--- config.mk ---
export PLATFORM = sky130hd
export DESIGN_NAME = ttb_ctrl
export DESIGN_NICKNAME = d
export VERILOG_FILES = /design/src/rtl/ttb_pkg.sv /design/src/rtl/ttb_ctrl.sv
export VERILOG_INCLUDE_DIRS = /design/src /design/src/rtl
export SDC_FILE = /design/constraint.sdc
export NUM_CORES = 1
export LEC_CHECK = 0
export BUFFER_PORTS_ARGS = -buffer_cell sky130_fd_sc_hd__buf_2
export CAP_MARGIN = 10
export CORE_AREA = 2 2 64 42
export DETAILED_ROUTE_END_ITERATION = 6
export DIE_AREA = 0 0 66 44
export PLACE_DENSITY = 0.72
export SETUP_SLACK_MARGIN = 0.4
export SKIP_CTS_REPAIR_TIMING = 1
export SYNTH_ARGS = -nofsm -noshare
export SYNTH_HDL_FRONTEND = slang
export SYNTH_SLANG_ARGS = --single-unit
export TNS_END_PERCENT = 10
--- constraint.sdc ---
create_clock -name clk -period 1.76 [get_ports clk]
set_clock_uncertainty 0.05 [all_clocks]
set_input_delay 0.088 -clock clk [delete_from_list [all_inputs] [get_ports clk]]
set_output_delay 0.088 -clock clk [all_outputs]
set_load 0.02 [all_outputs]
--- src/rtl/assert_macros.svh ---
// Assertion helpers, clocked on clk, off while rst_n is low.
`ifndef ASSERT_MACROS_SVH
`define ASSERT_MACROS_SVH

`define TTB_ASSERT(lbl, prop, msg) \
    lbl: assert property (@(posedge clk) disable iff (!rst_n) (prop)) \
        else $error(msg);

`define TTB_ASSERT_NEXT(lbl, ante, cons, msg) \
    lbl: assert property (@(posedge clk) disable iff (!rst_n) (ante) |=> (cons)) \
        else $error(msg);

`endif

--- src/rtl/ttb_pkg.sv ---
package ttb_pkg;

    localparam int POS_W            = 32;
    localparam int UV_W             = 16;
    localparam int UV_FRAC_BITS_DEF = 12;
    localparam int DP_W             = POS_W + 1;
    localparam int DUV_W            = UV_W + 1;
    localparam int PROD_W           = DP_W + DUV_W;
    localparam int NUM_W            = PROD_W + 1;
    localparam int DET_W            = 2 * DUV_W + 1;
    localparam int QUOT_W           = POS_W + 1;
    localparam int REM_W            = DET_W + 1;

    localparam logic [5:0] DIV_LAST  = 6'd32;
    localparam logic [2:0] COMP_LAST = 3'd5;
    localparam logic [2:0] COMP_BIT  = 3'd3;
    localparam logic [1:0] EMIT_LAST = 2'd2;

    localparam logic [1:0] PHASE_V0 = 2'd0;
    localparam logic [1:0] PHASE_V1 = 2'd1;
    localparam logic [1:0] PHASE_V2 = 2'd2;

    typedef struct packed {
        logic signed [POS_W-1:0] pos_x;
        logic signed [POS_W-1:0] pos_y;
        logic signed [POS_W-1:0] pos_z;
        logic signed [UV_W-1:0]  tex_u;
        logic signed [UV_W-1:0]  tex_v;
    } vertex_t;

    typedef struct packed {
        logic signed [POS_W-1:0] tangent_x;
        logic signed [POS_W-1:0] tangent_y;
        logic signed [POS_W-1:0] tangent_z;
        logic signed [POS_W-1:0] bitangent_x;
        logic signed [POS_W-1:0] bitangent_y;
        logic signed [POS_W-1:0] bitangent_z;
        logic                    degenerate;
        logic                    last_of_run;
    } result_t;

    typedef enum logic [3:0] {
        ST_IDLE,
        ST_DET_MUL,
        ST_DET_SUB,
        ST_NUM_MUL,
        ST_NUM_SUB,
        ST_PREP,
        ST_LOAD,
        ST_DIV,
        ST_FIN,
        ST_EMIT
    } state_t;

    typedef struct packed {
        logic       load_v0;
        logic       load_v1;
        logic       load_v2;
        logic       det_mul;
        logic       det_sub;
        logic       num_mul;
        logic       num_sub;
        logic       prep;
        logic       load_div;
        logic       div_step;
        logic       fin;
        logic       last;
        logic [2:0] comp;
    } cmd_t;

    typedef struct packed {
        logic det_zero;
    } status_t;

endpackage

--- src/rtl/ttb_ctrl.sv ---
`include "assert_macros.svh"

module ttb_ctrl (
    input  logic              clk,
    input  logic              rst_n,
    input  logic              vertex_valid,
    output logic              vertex_stall,
    output logic              result_valid,
    input  logic              result_stall,
    input  ttb_pkg::status_t  status,
    output ttb_pkg::cmd_t     cmd
);
    import ttb_pkg::*;

    state_t     state_reg, state_next;
    logic [1:0] phase_reg, phase_next;
    logic [2:0] comp_reg, comp_next;
    logic [5:0] div_cnt_reg, div_cnt_next;
    logic [1:0] emit_reg, emit_next;
    logic       accept;

    always_ff @(posedge clk or negedge rst_n)
    begin
        if (!rst_n)
        begin
            state_reg   <= ST_IDLE;
            phase_reg   <= PHASE_V0;
            comp_reg    <= '0;
            div_cnt_reg <= '0;
            emit_reg    <= '0;
        end
        else
        begin
            state_reg   <= state_next;
            phase_reg   <= phase_next;
            comp_reg    <= comp_next;
            div_cnt_reg <= div_cnt_next;
            emit_reg    <= emit_next;
        end
    end

    assign vertex_stall = (state_reg != ST_IDLE);
    assign result_valid = (state_reg == ST_EMIT);
    assign accept       = vertex_valid && !vertex_stall;

    always_comb
    begin
        state_next   = state_reg;
        phase_next   = phase_reg;
        comp_next    = comp_reg;
        div_cnt_next = div_cnt_reg;
        emit_next    = emit_reg;
        cmd          = '0;
        cmd.comp     = comp_reg;
        cmd.last     = (emit_reg == EMIT_LAST);
        unique case (state_reg)
            ST_IDLE:
            begin
                if (accept)
                begin
                    priority if (phase_reg == PHASE_V0)
                    begin
                        cmd.load_v0 = 1'b1;
                        phase_next  = PHASE_V1;
                    end
                    else if (phase_reg == PHASE_V1)
                    begin
                        cmd.load_v1 = 1'b1;
                        phase_next  = PHASE_V2;
                    end
                    else
                    begin
                        cmd.load_v2 = 1'b1;
                        phase_next  = PHASE_V0;
                        state_next  = ST_DET_MUL;
                    end
                end
            end
            ST_DET_MUL:
            begin
                cmd.det_mul = 1'b1;
                state_next  = ST_DET_SUB;
            end
            ST_DET_SUB:
            begin
                cmd.det_sub = 1'b1;
                comp_next   = '0;
                emit_next   = '0;
                state_next  = status.det_zero ? ST_EMIT : ST_NUM_MUL;
            end
            ST_NUM_MUL:
            begin
                cmd.num_mul = 1'b1;
                state_next  = ST_NUM_SUB;
            end
            ST_NUM_SUB:
            begin
                cmd.num_sub = 1'b1;
                state_next  = ST_PREP;
            end
            ST_PREP:
            begin
                cmd.prep   = 1'b1;
                state_next = ST_LOAD;
            end
            ST_LOAD:
            begin
                cmd.load_div = 1'b1;
                div_cnt_next = '0;
                state_next   = ST_DIV;
            end
            ST_DIV:
            begin
                cmd.div_step = 1'b1;
                if (div_cnt_reg == DIV_LAST)
                    state_next = ST_FIN;
                else
                    div_cnt_next = div_cnt_reg + 6'd1;
            end
            ST_FIN:
            begin
                cmd.fin = 1'b1;
                if (comp_reg == COMP_LAST)
                    state_next = ST_EMIT;
                else
                begin
                    comp_next  = comp_reg + 3'd1;
                    state_next = ST_NUM_MUL;
                end
            end
            ST_EMIT:
            begin
                if (!result_stall)
                begin
                    if (emit_reg == EMIT_LAST)
                    begin
                        emit_next  = '0;
                        state_next = ST_IDLE;
                    end
                    else
                        emit_next = emit_reg + 2'd1;
                end
            end
            default:
            begin
                state_next = ST_IDLE;
            end
        endcase
    end

    `TTB_ASSERT(a_phase_range, phase_reg != 2'd3, "vertex phase out of range")
    `TTB_ASSERT(a_div_range, state_reg != ST_DIV || div_cnt_reg <= DIV_LAST,
        "divider ran past its last step")
    `TTB_ASSERT_NEXT(a_third_word_ends, result_valid && !result_stall && cmd.last,
        state_reg == ST_IDLE && phase_reg == PHASE_V0, "run did not end after third word")
    `TTB_ASSERT_NEXT(a_third_vertex_starts, accept && phase_reg == PHASE_V2,
        state_reg == ST_DET_MUL, "third vertex did not start the solve")

endmodule

## Yosys cells after proc, flatten, opt, wreduce, memory -nomap -nowiden

Cells that the tools add are included.
W data, S select, Z words.

| cells by class | value |
|---|---|
| add/sub/neg operators | 3 |
| multiply operators | 0 |
| divide/modulo/power cells | 0 |
| magnitude comparators | 0 |
| eq/ne operators | 21 |
| shift-type cells | 0 |
| muxes and demuxes | 32 |
| bitwise logic cells | 0 |
| reductions and logical operators | 13 |

Operators by type and width:

| kind | count |
|---|---|
| $pmux W4 S10 | 1 |
| $mux W4 | 8 |
| $eq A4 B3 Y1 const B | 4 |
| $ne A2 B2 Y1 const B | 7 |
| $pmux W6 S2 | 1 |
| $mux W1 | 11 |
| $mux W2 | 5 |
| $mux W3 | 3 |
| $eq A4 B2 Y1 const B | 2 |
| $eq A4 B4 Y1 const B | 2 |
| $reduce_and A2 Y1 | 4 |
| $add A6 B1 Y6 const B | 1 |
| $eq A6 B6 Y1 const B | 1 |
| $mux W6 | 1 |
| $pmux W3 S2 | 1 |
| $reduce_and A6 Y1 | 1 |
| $reduce_bool A2 Y1 | 3 |
| $eq A4 B1 Y1 const B | 1 |
| $logic_not A4 Y1 | 1 |
| $pmux W2 S2 | 1 |
| $reduce_bool A4 Y1 | 1 |
| $add A3 B1 Y3 const B | 1 |
| $eq A3 B3 Y1 const B | 1 |
| $add A2 B1 Y2 const B | 1 |
| 6 further kinds | 6 |

| storage, ports and cells | value |
|---|---|
| bits in registers | 17 |
| latch bits | 0 |
| RAM bits | 0 |
| bits in read-only memories | 0 |
| logic and storage cells | 74 |
| memories kept | 0 |

## Longest topological paths before layout

Gate-level depths: netlist of run 1.

| depth | value |
|---|---|
| depth after elaboration | 5 |
| mapped depth | 6 |

## Worst setup path after synthesis of run 1

Ideal clock, no wire load.

| timing | value |
|---|---|
| path kind | flip-flop to flip-flop |
| start point | register state_reg[1] |
| end point | register state_reg[0] |
| library setup time | 87 ps |
| arrival | 1,507 ps |
| required time | 1,623 ps |
| slack | 116 ps |
| cell stages (with the launch flop) | 6 |
| path buffers | 1 |
| period minus slack after synthesis | 1,644 ps |
| path through | dfrtp_1 -> buf_4 -> nand2b_4 -> nor3_1 -> o21ai_1 -> o211ai_1 |

RTL lines:

| item | line | source |
|---|---|---|
| from (decl) | ttb_ctrl.sv:15 | `state_t state_reg, state_next;` |
| from (signal assigned) | ttb_ctrl.sv:34 | `state_reg <= state_next;` |
| $eq A4 B4 Y1 (*) | -- |  |
| net result_valid | ttb_ctrl.sv:8 | `output logic result_valid,` |
| $ne A2 B1 Y1 (no source line) or $ne A2 B2 Y1 (tied branches) | -- |  |
| $reduce_and A6 Y1 (no source line) | -- |  |

The timed path passes the listed nets; every way through them passes the cells marked *.
A chain may end at the register's enable or synchronous reset.

==> results of run 1 <==
-- where the power goes --
group | switching, mW | total [mW] | internal [mW]
clock network | 0.142 | 0.303 | 0.161
registers | 0 | 0.391 | 0.391
logic | 0.0127 | 0.0181 | 0.00538
-- placed cells by master, fill, tap and decap left out, types with 3 or more instances in the layout --
cell type / synthesis / routed
dfrtp_1: 17 / 16
buf_4: 3 / 13
buf_2: 0 / 19
nor3_1: 6 / 5
nand2_1: 9 / 9
nand3_1: 5 / 4
a21oi_1: 4 / 4
o21ai_1: 3 / 3
buf_6: 2 / 4
nand3_2: 3 / 3
ha_1: 4 / 4
inv_1: 6 / 6
clkbuf_8: 0 / 3
inv_2: 3 / 3
nor2_1: 8 / 7
-- through the flow --
step | util, % | worst slack, ns | std cells | cell area [sq um]
after global placement | 54.10 | 0.2388 | 166 | 1270
after global routing | 61.35 | 0.04646 | 179 | 1440
after floorplan | - | 0.2695 | 111 | 1121
after CTS | 56.02 | -0.02025 | 170 | 1315
after detailed placement | 54.10 | 0.1883 | 166 | 1270
final | 61.35 | 0.1204 | 179 | 1440
-- layout make-up --
type,count,area (sq um)
fill,199,907.1
inverter,9,33.78
clock buffer,4,45.04
sequential,17,426.7
timing repair buffer,37,247.7
tap,32,40.04
multi-input combinational,80,646.9
-- how the worst min path moves through the flow --
stage	endpoint	slack, ns	depth (start not counted)
after global routing	state_reg[3]$_DFFE_PN0P_	0.11	3
final	state_reg[3]$_DFFE_PN0P_	0.09	3
after global placement	div_cnt_reg[3]$_DFFE_PN0P_	-0.01	1
after floorplan	comp_reg[0]$_DFFE_PN0P_	-0.26	0
after CTS	state_reg[0]$_DFFE_PN0P_	-0.28	1
after detailed placement	div_cnt_reg[2]$_DFFE_PN0P_	-0.003	1
-- logic make-up (layout without fill, tap and decap cells) --
group,count (synthesis),after routing,share of synthesized area [%]
XOR/XNOR,2,2,1.575
multiplexers,3,3,3.149
adder cells (fa/ha/maj),4,4,4.500
AO/OA/AOI/OAI,21,21,14.62
flip-flops,17,17,38.25
buffers and inverters,14,50,7.086
AND/OR/NAND/NOR,50,50,30.82
-- routing by layer --
layer | vias up | share of wire, % | GRT usage [%] | wire, um
met2 | 28 | 43 | 25.66 | 1152
met3 | 6 | 7.4 | 7.273 | 196
met4 | 0 | 1.7 | 7.347 | 44
li1 | 469 | - | - | -
met5 | - | 0 | 0 | 0
met1 | 439 | 47 | 26.31 | 1260
-- worst max-delay path, delay by kind of cell (launching register included) --
kind	cells	cell delay, ns
buffers and inverters	3	0.48
and+or+nand+nor	2	0.33
DFF	1	0.44
==> results.md, run 1 <==
- Post-synthesis cell count: 111
- Most frequent cells after synthesis: 17 x dfrtp_1, 9 x nand2_1, 8 x nor2_1
- Arrival time worst endpoint: 1.50 ns
- Status: completed
- Synth warnings: 0
- Data required time of the worst path: 1.62 ns
- Ports: 22
- Antenna violations before repair: 0
- Critical path's slowest cell: dfrtp_2
- Global route overflow: 0
- Post-synth ARST share: 100.0%
- H-tree Lvls: 1
- Unrepaired setup endpoints after global routing: yes
- Row count: 14
- Die ar.: 2904 sq um
- Chip Height: 44 um
- Gr usage total: 18.63%
- Max-cap viol count: 0
- Hold WS: 0.09022 ns
- Critical Path Start: state_reg[1]$_DFFE_PN0P_
- CTS buffer count: 3
- CP Max Fanout: 6
- CTS root buf: clkbuf_8
- Layout Nets: 157
- Top cells by area, synth: dfrtp_1 38%, ha_1 4.5%, nand2_1 3.0%
- Max reg flops: 6
- Tmin final: 1.640 ns
- Synth Register Bits: 17
- FF-to-FF End: state_reg[1]$_DFFE_PN0P_
- Pins over their slew limit: 0
- Final Cycle Share: 93.16%
- Detailed Route Iter0 Violations: 44
- Crit. End Element: output pin
- Seq/Total Area, Yosys: 38.25%
- CP Launch Type: flip-flop
- Clk buf depth: 2
- Worst r2r path cells: 6
- Avg Inst Size Synth: 10.02 sq um
- DRT Wirelength: 2654 um
- Most frequent cell after synthesis: dfrtp_1
- Worst slew margin: 71.93%
- DRC: 0
- Mapped Nets: 120
- Clock sinks: 17
- Fraction of final layout cells sized beyond drive strength 1: 44.22%
- Later-pin clock latency in the skew report: 0.26 ns
- PD cells: 494.3 nW/um^2
- Worst reg2reg startpoint: div_cnt_reg[0]$_DFFE_PN0P_
- Crit path cell chain: buf_4 -> nor2b_2 -> nand3_2 -> inv_2 -> buf_2
- Vias per cell: 5.263
- Vias in the first global route: 767
- Post-route ant nets: 0
- R2r setup slk: 0.14 ns
- Clk slew on worst S/H paths: 0.07 ns
- Ant. Diodes: 0
- HPWL Detailed: 1881 um
- Fin. Hold Viols: 0
- Synth top area share: 38.25%
- Static leakage: 0.7446 nW
- Worst Tran Pin Value: 0.4210 ns
- CP peak stage delay: 0.44 ns
- Final total power: 711.9 uW
- Hold Startpoint: status
- Drt pass-1 iters: 4
- Yosys cell types: 40
- Vias: 942
- Largest area contributor in the netlist: dfrtp_1
- Setup Crit Path Kind: flip-flop to output pin
- Die Wd: 66 um
- Avg WL per Cell: 14.83 um
- Core box area: 2347 sq um
- Starting Density: 47.39%
- Worst setup endpoint: cmd[6]
- EDFF count, synth: 0
- First-pass GRT wire length: 3781 um
- CTS tree: yes
- I/O Buffers: 21
- Fmax: 609.9 MHz
- Min-Delay Path Class: primary input to flip-flop
- TNS Setup: 0 ns
- Layout area overhead: 29.47%
- Endpoints failing setup: 0
- Peak VDD IR: 0.0002592 V
- Prevailing post-synth register cell: dfrtp_1
- Pin count of the biggest net entering global routing: 18
- GPL Wtd Cong: 0.7843
- Synth Cell Area: 1112 sq um
Power figures use the tool's default switching activity.
==> inputs of run 2 (changes only) <==
Settings changed: RECOVER_POWER set to 25.
==> results.md, run 2 (synthesized netlist as in run 1, its figures left out) <==
- Fraction of final layout cells sized beyond drive strength 1: 43.54%
- Global route overflow: 0
- Most frequent cells in the layout: 18 x buf_2, 16 x dfrtp_1, 13 x buf_4
- Critical path's slowest cell: dfrtp_2
- Gr usage total: 18.63%
- Hold Startpoint: status
- Layout area overhead: 29.36%
- Drt pass-1 iters: 4
- HPWL Detailed: 1881 um
- Hold EP: state_reg[3]$_DFFE_PN0P_
- Tmin final: 1.640 ns
- Vias: 942
- R2r setup slk: 0.14 ns
- Vias in the first global route: 767
- DRT Wirelength: 2652 um
- I/O Buffers: 21
- Max-cap viol count: 0
- Static leakage: 0.7419 nW
- Pins over their slew limit: 0
- CP Launch Type: flip-flop
- Vias per cell: 5.263
- FF-to-FF End: state_reg[1]$_DFFE_PN0P_
- Clk slew on worst S/H paths: 0.07 ns
- DP Cell Count: 166
- Layout Nets: 157
- WHS Path Cells: 3
- Register Area: 426.7 sq um
- Arrival time worst endpoint: 1.50 ns
- DRC: 0
- Crit path cell chain: buf_4 -> nor2b_2 -> nand3_2 -> inv_2 -> buf_2
- Avg WL per Cell: 14.82 um
- Critical Path Start: state_reg[1]$_DFFE_PN0P_
- Crit. End Element: output pin
- Antenna violations before repair: 0
- Final worst slack: 0.1204 ns
- First-pass GRT wire length: 3781 um
- Finished Cell Area: 1439 sq um
- Final total power: 711.6 uW
- Core box area: 2347 sq um
- Worst reg2reg startpoint: div_cnt_reg[0]$_DFFE_PN0P_
- Min-Delay Path Class: primary input to flip-flop
- Ports: 22
- Commonest non-fill, non-tap cell in the layout: buf_2
- CTS buffer count: 3
- Util after Layout: 61.30%
- Fin. Hold Viols: 0
- Row count: 14
- PD cells: 494.5 nW/um^2
- Worst slew margin: 32.88%
- Detailed Route Iter0 Violations: 44
- Starting Density: 47.39%
- Multi-input logic area: 646.9 sq um
- Data required time of the worst path: 1.62 ns
- Fmax: 609.9 MHz
- Endpoints failing setup: 0
- H-tree Lvls: 1
- CP Max Fanout: 6
- Worst r2r path cells: 6
- CP delay by family, top: buffers and inverters
- Later-pin clock latency in the skew report: 0.26 ns
- TNS Setup: 0 ns
- CP bufs+invs: 3
- Status: completed
- Pin count of the biggest net entering global routing: 18
- Die Wd: 66 um
- Worst Tran Pin Value: 1.007 ns
- CTS root buf: clkbuf_8
- Chip Height: 44 um
- Filler Cell Count: 200
- Pre-CTS setup slack: 0.1883 ns
- Max reg flops: 6
- Dpl cell area: 1270 sq um
- Final Cycle Share: 93.16%
- Clk buf depth: 2
- Hold WS: 0.09022 ns
- CP peak stage delay: 0.44 ns
- GPL Wtd Cong: 0.7843
- Unrepaired setup endpoints after global routing: yes
- Setup Crit Path Kind: flip-flop to output pin
- Clock sinks: 17
- Post-Layout Cell Count: 179
- CTS tree: yes
- Post-route ant nets: 0
- Ant. Diodes: 0
- Peak VDD IR: 0.0002592 V
- Die ar.: 2904 sq um
-- run 2: changes by cell type in the layout (fill, tap and decap cells not counted), sizes merged --
cell / before / now
buf: 36 / 35
clkbuf: 4 / 5
-- run 2: layer usage --
layer | GRT usage, % | part of all wire, % | up-vias
met4 | 7.347 | 1.7 | 0
met1 | 26.31 | 47 | 439
met3 | 7.273 | 7.4 | 6
met5 | 0 | 0 | -
li1 | - | - | 469
met2 | 25.66 | 43 | 28
-- run 2: tightest hold or removal path, delay by kind of cell --
kind	cells	cell delay [ns]
AOI/OAI and AO/OA	2	0.17
buffers and inverters	1	0.10
-- run 2: area by class of cell --
type	count	share of cell area, %
Tap cell	32	2.783
Multi-Input combinational cell	80	44.96
Timing Repair Buffer	37	17.13
Inverter	9	2.348
Clock buffer	4	3.130
Sequential cell	17	29.65
-- run 2: worst max path at each step --
stage,to,slack (ns),cells after the start
after global placement,state_reg[1]$_DFFE_PN0P_,0.24,6
after CTS,cmd[6],-0.02,5
after global routing,div_cnt_reg[2]$_DFFE_PN0P_,0.05,6
after floorplan,state_reg[1]$_DFFE_PN0P_,0.27,6
after detailed placement,state_reg[1]$_DFFE_PN0P_,0.19,6
final,cmd[6],0.12,5
-- run 2: power breakdown --
part	switching, mW	total, mW	internal (mW)
Combinational	0.0128	0.0178	0.00505
Sequential	0	0.391	0.391
Clock	0.142	0.303	0.161
